[src/hw/rtl/tpc_pkg.sv]
`timescale 1ns / 1ps
package tpc_pkg;

	// Signed distance of a vertex to the plane, wide enough for any input.
	localparam int DW     = 35;
	localparam int CFG_IW = 3;
	localparam int QDEPTH = 4;
	localparam int QAW    = 2;

	localparam logic [CFG_IW-1:0] REG_POINT_X  = 3'd0;
	localparam logic [CFG_IW-1:0] REG_POINT_Y  = 3'd1;
	localparam logic [CFG_IW-1:0] REG_POINT_Z  = 3'd2;
	localparam logic [CFG_IW-1:0] REG_NORMAL_X = 3'd3;
	localparam logic [CFG_IW-1:0] REG_NORMAL_Y = 3'd4;
	localparam logic [CFG_IW-1:0] REG_NORMAL_Z = 3'd5;

	typedef struct packed {
		logic signed [31:0] in_a_x;
		logic signed [31:0] in_a_y;
		logic signed [31:0] in_a_z;
		logic signed [31:0] in_b_x;
		logic signed [31:0] in_b_y;
		logic signed [31:0] in_b_z;
		logic signed [31:0] in_c_x;
		logic signed [31:0] in_c_y;
		logic signed [31:0] in_c_z;
	} tpc_in_t;

	typedef struct packed {
		logic signed [31:0] out_a_x;
		logic signed [31:0] out_a_y;
		logic signed [31:0] out_a_z;
		logic signed [31:0] out_b_x;
		logic signed [31:0] out_b_y;
		logic signed [31:0] out_b_z;
		logic signed [31:0] out_c_x;
		logic signed [31:0] out_c_y;
		logic signed [31:0] out_c_z;
		logic [1:0]         tri_count;
		logic               last;
	} tpc_out_t;

	typedef struct packed {
		logic signed [31:0] x;
		logic signed [31:0] y;
		logic signed [31:0] z;
	} tpc_vec_t;

	typedef struct packed {
		tpc_vec_t              a;
		tpc_vec_t              b;
		tpc_vec_t              c;
		logic signed [DW-1:0]  da;
		logic signed [DW-1:0]  db;
		logic signed [DW-1:0]  dc;
		logic [2:0]            ins;
	} tpc_job_t;

	typedef struct packed {
		logic signed [31:0] nx;
		logic signed [31:0] ny;
		logic signed [31:0] nz;
		logic signed [31:0] offset;
		logic               busy;
	} tpc_plane_t;

	typedef struct packed {
		logic [63:0] dividend;
		logic [31:0] divisor;
	} tpc_div_req_t;

	typedef enum logic [3:0] {
		CF_IDLE,
		CF_LOAD,
		CF_SHIFT,
		CF_SQ,
		CF_SQRT,
		CF_DIV,
		CF_DIVW,
		CF_DOT,
		CF_FIN
	} tpc_cfg_state_t;

	typedef enum logic [2:0] {
		B_IDLE,
		B_PREP,
		B_WAIT,
		B_MUL,
		B_ADD,
		B_OUT1,
		B_OUT2
	} tpc_back_state_t;

endpackage

[src/hw/rtl/tpc_fifo.sv]
`timescale 1ns / 1ps
module tpc_fifo import tpc_pkg::*; (
	input  logic     clk,
	input  logic     arst_n,
	input  logic     push,
	input  tpc_job_t push_data,
	output logic     full,
	input  logic     pop,
	output tpc_job_t head,
	output logic     empty
);

	tpc_job_t     mem_q [QDEPTH];
	logic [QAW:0] wr_ptr_q, rd_ptr_q;

	assign empty = (wr_ptr_q == rd_ptr_q);
	assign full  = (wr_ptr_q[QAW] != rd_ptr_q[QAW]) &&
		(wr_ptr_q[QAW-1:0] == rd_ptr_q[QAW-1:0]);
	assign head  = mem_q[rd_ptr_q[QAW-1:0]];

	always_ff @(posedge clk or negedge arst_n) begin
		if (!arst_n) begin
			wr_ptr_q <= '0;
			rd_ptr_q <= '0;
		end else begin
			if (push) wr_ptr_q <= wr_ptr_q + 1'b1;
			if (pop)  rd_ptr_q <= rd_ptr_q + 1'b1;
		end
	end

	always_ff @(posedge clk) begin
		if (push) mem_q[wr_ptr_q[QAW-1:0]] <= push_data;
	end

endmodule

[config.mk]
export PLATFORM = sky130hd
export DESIGN_NAME = tpc_fifo
export DESIGN_NICKNAME = d
export VERILOG_FILES = /design/src/hw/rtl/tpc_pkg.sv /design/src/hw/rtl/tpc_fifo.sv
export SDC_FILE = /design/constraint.sdc
export NUM_CORES = 1
export LEC_CHECK = 0
export BUFFER_PORTS_ARGS = -buffer_cell sky130_fd_sc_hd__buf_4
export CORE_MARGIN = 4
export CORE_UTILIZATION = 45
export CTS_CLUSTER_SIZE = 10
export DETAILED_ROUTE_END_ITERATION = 8
export PLACE_DENSITY = 0.65
export SYNTH_ARGS = -nofsm -noshare
export SYNTH_HDL_FRONTEND = slang
export SYNTH_SLANG_ARGS = --single-unit
[constraint.sdc]
create_clock -name clk -period 28.5 [get_ports clk]
set_clock_uncertainty 0.2 [all_clocks]
set_input_delay 2.85 -clock clk [delete_from_list [all_inputs] [get_ports clk]]
set_output_delay 2.85 -clock clk [all_outputs]
set_load 0.02 [all_outputs]
==> results of run 1 <==
## worst paths after layout
check | from | to | slack (ns) | cells past startpoint
min | rd_ptr_q[2] | rd_ptr_q[2] | 0.29 | 1
max reg2reg | wr_ptr_q[0] | mem_q[2][79] | 23.59 | 6
min reg2reg | rd_ptr_q[2] | rd_ptr_q[2] | 0.29 | 1
min in group asynchronous | arst_n | rd_ptr_q[1] | 1.66 | 1
max in group asynchronous | arst_n | rd_ptr_q[0] | 26.29 | 1
max | rd_ptr_q[1] | head[127] | 20.14 | 5
## logic make-up after synthesis
family,synth area share (%)
and+or+nand+nor,0.0784
AOI/OAI and AO/OA,0.00871
buffers and inverters,1.07
DFF,83.1
adders and majority gates,0.109
xor gates and xnor gates,0.107
muxes,15.5
## cells in the mapped netlist
| cell | n |
|---|---|
| edfxtp_1 | 1584 |
| mux4_2 | 396 |
| buf_2 | 42 |
| buf_6 | 25 |
| buf_4 | 10 |
| clkbuf_1 | 9 |
| dfrtp_1 | 6 |
| ha_1 | 5 |
| xor2_1 | 5 |
| and2_1 | 4 |
| buf_1 | 2 |
| inv_1 | 2 |
| nand2_1 | 2 |
| xnor2_1 | 2 |
| mux2_2 | 1 |
| nor3_1 | 1 |
| nor3b_1 | 1 |
| o21ai_0 | 1 |
## metal layers
metal | vias to the layer above | routed length, µm | GRT usage (%)
met1 | 13714 | 44400 | 21.9
met5 | - | 120 | 0
met3 | 234 | 13500 | 7.97
met2 | 1016 | 67200 | 31.8
li1 | 10983 | - | -
met4 | 18 | 4800 | 9.55
## sequential cells by signal, summed over array words and instances, names as in the netlist
| name | cells |
|---|---|
| rd_ptr_q | 3 |
| wr_ptr_q | 3 |
| mem_q | 1584 |
## per-stage QoR
stage | worst slack, ns | hold WS (ns)
5_1_grt | 19.55 | 0.313
4_1_cts | 19.91 | 0.294
2_1_floorplan | 15.74 | 0.262
6_report | 20.14 | 0.291
3_5_place_dp | 20.81 | 0.286
3_3_place_gp | 20.81 | 0.276
## power by group
| group | internal, mW | leakage [nW] | switching (mW) |
|---|---|---|---|
| registers | 3.06 | 14.6 | 0.124 |
| clock network | 1.15 | 2.40 | 0.840 |
| logic | 1.10 | 6.62 | 1.49 |
| total | 5.32 | 23.6 | 2.46 |
## layout make-up
cell class	count	area, µm²	share of cell area, %
Multi-Input combinational cell	418	9110	13.0
Tap cell	1650	2060	2.94
Antenna cell	32	80.1	0.114
Sequential cell	1590	47700	68.0
Clock buffer	209	4670	6.65
Timing Repair Buffer	825	6270	8.93
Inverter	2	7.51	0.0107
Clock inverter	17	284	0.405
## worst reg2reg max path, delay by kind of cell, from the launching register on
| family | cells | cell delay (ns) |
|---|---|---|
| adders and majority gates | 1 | 0.14 |
| buffers and inverters | 4 | 2.90 |
| DFF | 1 | 0.44 |
| and+or+nand+nor | 1 | 0.77 |
==> impl_metrics.tcl, run 1 <==
set metrics [dict create \
    status "completed" \
    place.detailed.hpwl_mm 83.4 \
    cpMostUsedCell "buf_4" \
    setup.worst_path.start_class "register" \
    grt_pass1_wl_mm 187 \
    dr.pass1.iters 6 \
    cp_slowest_cell "dfrtp_4" \
    slew_violations 0 \
    finalSetupViolCount 0 \
    drive_gt1_share_pct 46.6 \
    syn-cell-area_um2 57400 \
    worst_slew_pin_slew_ns 1.19 \
    clock_tree.root_cell "clkbuf_16" \
    ctsHoldBuffers 0 \
    path_class "reg -> out" \
    design_area_um2 70200 \
    fin_nets 3421 \
    hold_class "reg -> reg" \
    tritoncts "built" \
    cts.sinks 1590 \
    yosysSeqAreaShare_pct 83.1 \
    core.rowCount 130 \
    synth-seq-cells 1590 \
    cap_viol_max_count 0 \
    cp_top_family "buffers and inverters" \
    grt_max_degree 150 \
    power.density_nw_per_um2 111 \
    p_leak_nw 23.6 \
    clk_path_buf_depth 3 \
    layout_common_cells "edfxtp_1 (1,584), buf_4 (819), mux4_2 (396), clkbuf_16 (182), clkbuf_1 (26)" \
    yosys-top-cells-area "edfxtp_1 (83%), mux4_2 (16%), buf_6 (0.49%)" \
    totalPowerFinal_mw 7.77 \
    die_x_um 365 \
    final_common_cell "edfxtp_1" \
    grt.overflow.total 0 \
    period_share_pct 29.3 \
    vias 25965 \
    ios 798 \
    io_buffers 797 \
    finalNonFillerCells 4743 \
    area_delta_synth_final_pct 22.2 \
    nFillCells 9209 \
    fin_util_pct 55.6 \
    synth_top_area_share_pct 82.8 \
    routedWlPerCell_um 27.4 \
    post_cts_buffers 0 \
    syn_inst 2098 \
    max_freq_mhz 120 \
    end_kind "primary output" \
    cp.arrival_ns 5.31 \
    clk_pin_slew_ns 0.05 \
    clock_latency_ns 0.78 \
    start_util_pct 45.5 \
    cts_resized 0 \
    yosys.area.top_type "edfxtp_1" \
    required_ns 25.45 \
    critPathBufInv 4 \
    fp.dieH_um 365 \
    tns_ns 0 \
    fin_crit_ns 8.36 \
    vdd_drop_max_uv 75.6 \
    ys.warnings.count 0 \
    antenna_found_initial 41 \
    hold_viol 0 \
    cts_made_buffers 179 \
    grt_pass1_vias 27785 \
    wl_mm 130 \
    gp_congestion 0.791 \
    avgSynthCellArea_um2 27.4 \
    worst_path_largest_cell_delay_ns 1.09 \
    die_area_um2 133000 \
    ys_types 18 \
    crit_fanout 71 \
    synth_nets 2503 \
    core-area_um2 126000 \
    path_cells "buf_4 > buf_4 > buf_4 > mux4_2 > buf_4" \
    postRouteAntennaNets 0 \
    h-tree-depth 4 \
    vias_per_cell 5.47 \
    max-slew-margin-rel_pct 20.4 \
    drc_errors 0 \
    rsz0062_at_grt "false" \
    placed_area_um2 65200 \
    dpl.cell_count 4485 \
    grt_usage_pct 19.3 \
    drt_iter0_drc 2018 \
]
(Power assumes the default switching activity.)
==> inputs of run 2 (changes only) <==
--- a/config.mk
+++ b/config.mk
@@ -5,12 +5,13 @@
 export SDC_FILE = /design/constraint.sdc
 export NUM_CORES = 1
 export LEC_CHECK = 0
+export ABC_AREA = 1
 export BUFFER_PORTS_ARGS = -buffer_cell sky130_fd_sc_hd__buf_4
 export CORE_MARGIN = 4
 export CORE_UTILIZATION = 45
 export CTS_CLUSTER_SIZE = 10
 export DETAILED_ROUTE_END_ITERATION = 8
-export PLACE_DENSITY = 0.65
+export PLACE_DENSITY = 0.67
 export SYNTH_ARGS = -nofsm -noshare
 export SYNTH_HDL_FRONTEND = slang
 export SYNTH_SLANG_ARGS = --single-unit
==> constraint.sdc (replaced) <==
create_clock -name clk -period 7.2 [get_ports clk]
set_clock_uncertainty 0.2 [all_clocks]
set_input_delay 0.72 -clock clk [delete_from_list [all_inputs] [get_ports clk]]
set_output_delay 0.72 -clock clk [all_outputs]
set_load 0.02 [all_outputs]
==> run 2 against run 1 <==
  * Global-route usage is 0.91 points higher
  * Critical path type unchanged
  * Largest power group is now combinational cells
  * Die area is 8.8% higher
  * Sequential power grew to 3.9 times the previous value
  * Flip-flop and latch count stayed put
  * Critical endpoint is now head[209]
  * Area after synthesis is 9.0% higher
  * Worst hold slack worse by 0.19 ns
  * Cell area is 13% higher
  * Wire length is 16% higher
==> impl_metrics.tcl, run 2 <==
set metrics [dict create \
    synth_most_common_cell "edfxtp_1" \
    ctsHoldBuffers 399 \
    setup.worst_path.start_class "register" \
    cap_viol_max_count 0 \
    hold_viol 0 \
    vdd_drop_max_uv 334 \
    period_share_pct 61.8 \
    synthTopCellsByCount "edfxtp_1 (1,584), nand2_1 (1,199), inv_1 (801), o211ai_1 (792), buf_2 (238)" \
    pwr-share-seq_pct 37.5 \
    layout_common_cells "edfxtp_1 (1,584), nand2_1 (1,195), buf_4 (830), inv_1 (796), o211ai_1 (792)" \
    slew_violations 0 \
    switching_power_mw 12.5 \
    status "completed" \
    critPathLaunch "rd_ptr_q[1]" \
    wl_mm 151 \
    clkPwrFrac_pct 23.4 \
    grt_max_degree 241 \
    die_area_um2 145000 \
    finalSetupViolCount 0 \
    yosys-top-cells-area "edfxtp_1 (76%), o211ai_1 (9.5%), nand2_1 (7.2%)" \
    avgSynthCellArea_um2 13.4 \
    antenna_found_initial 17 \
    end_kind "primary output" \
    synth_flop_cell "edfxtp_1" \
    vias 39063 \
    fin_util_pct 57.4 \
    yosys.area.top_type "edfxtp_1" \
    synth_edf_count 1584 \
    clk_pin_slew_ns 0.06 \
    tns_ns 0 \
    syn-cell-area_um2 62600 \
    area_delta_synth_final_pct 26.4 \
    cp.arrival_ns 3.53 \
    synth_top_area_share_pct 76.0 \
    routedWlPerCell_um 19.7 \
    fp.dieH_um 381 \
    largest_register_ffs 1584 \
    fin_crit_ns 4.45 \
    ios 798 \
    power.internal_mw 21.0 \
    setup_ws_ns 2.75 \
    h-tree-depth 4 \
    io_buffers 797 \
    post_cts_buffers 0 \
    rr_startpoint "wr_ptr_q[0]" \
    ys_types 14 \
    cts_resized 0 \
    synth_nets 5067 \
    drive_gt1_share_pct 18.0 \
    async_reset_ff_share_pct 0.377 \
    synth-seq-cells 1590 \
    start_util_pct 45.4 \
    tritoncts "built" \
    clk_path_buf_depth 3 \
    switching_share_pct 37.4 \
    totalPowerFinal_mw 33.5 \
    combPwrFrac_pct 39.1 \
    holdWs_ns 0.0959 \
    worst_slew_pin_slew_ns 1.15 \
    clock_tree.root_cell "clkbuf_16" \
    hold_class "in -> async" \
    max_freq_mhz 225 \
    core.rowCount 136 \
    cts.sinks 1590 \
    grt_pass1_vias 38447 \
    cts_made_buffers 179 \
    power.density_nw_per_um2 423 \
    grt_usage_pct 20.3 \
    ys.warnings.count 0 \
    place.detailed.hpwl_mm 92.2 \
    clock_latency_ns 0.77 \
    die_x_um 381 \
    gp_congestion 0.820 \
    fin_nets 6233 \
    postRouteAntennaNets 0 \
    final_common_cell "edfxtp_1" \
    grt.overflow.total 0 \
    syn_inst 4662 \
    rsz0062_at_grt "false" \
    vias_per_cell 5.08 \
    p_leak_nw 31.3 \
    yosysSeqAreaShare_pct 76.2 \
    drc_errors 0 \
    drt_iter0_drc 2674 \
    required_ns 6.28 \
    core-area_um2 138000 \
    dr.pass1.iters 5 \
    crit_fanout 139 \
    grt_pass1_wl_mm 229 \
    pre_cts_slack_ns 3.52 \
    path_class "reg -> out" \
    max-slew-margin-rel_pct 23.3 \
]
## run 2: cell type report
class / instances / area (µm²)
Timing Repair Buffer: 1250 / 10600
Inverter: 801 / 3030
Multi-Input combinational cell: 2006 / 10600
Fill cell: 10549 / 58700
Sequential cell: 1590 / 47700
Clock buffer: 210 / 4700
Antenna cell: 27 / 67.6
Tap cell: 1794 / 2240
Clock inverter: 14 / 159
## run 2: path summary, 6_finish.rpt
path	to	slack [ns]	depth (start not counted)
max	head[209]	2.75	5
min	wr_ptr_q[1]	0.1	2
max reg2reg	mem_q[2][306]	3.84	6
min reg2reg	wr_ptr_q[2]	0.29	1
max in group asynchronous	rd_ptr_q[0]	6.56	2
min in group clk	wr_ptr_q[2]	0.29	1
## run 2: cell families after synthesis
| group | after synthesis | share of synthesized area [%] |
|---|---|---|
| simple gates | 1201 | 7.20 |
| compound gates | 794 | 9.51 |
| fa+ha+maj | 5 | 0.0999 |
| flops | 1590 | 76.2 |
| xor+xnor | 6 | 0.0839 |
| buf+inv | 1066 | 6.91 |
## run 2: critical path: stages (launching register included)
cell,delay [ns]
dfrtp_4,0.66
buf_4,0.67
buf_12,0.45
o211ai_1,0.24
nand2_1,0.17
buf_4,0.15
## run 2: per-stage QoR
stage	std cells	cell area [µm²]
floorplan	4662	62700
global placement	7042	70300
detailed placement	7042	70300
CTS	7665	79100
global route	7677	79100
finish	7692	79200
## run 2: metal layers
metal	track usage [%]	wire length (µm)
met1	24.9	59900
met2	34.6	76200
met3	4.55	9060
met4	8.52	6150
met5	0	42
## run 2: power by group through the flow
| stage | logic [mW] | registers (mW) | clock network (mW) |
|---|---|---|---|
| 2_1_floorplan | 7.75 | 13.0 | 0 |
| 3_3_place_gp | 12.9 | 12.7 | 0 |
| 3_5_place_dp | 13.0 | 12.7 | 0 |
| 4_1_cts | 13.3 | 12.6 | 8.01 |
| 5_1_grt | 14.1 | 12.7 | 8.41 |
| 6_report | 13.1 | 12.6 | 7.84 |
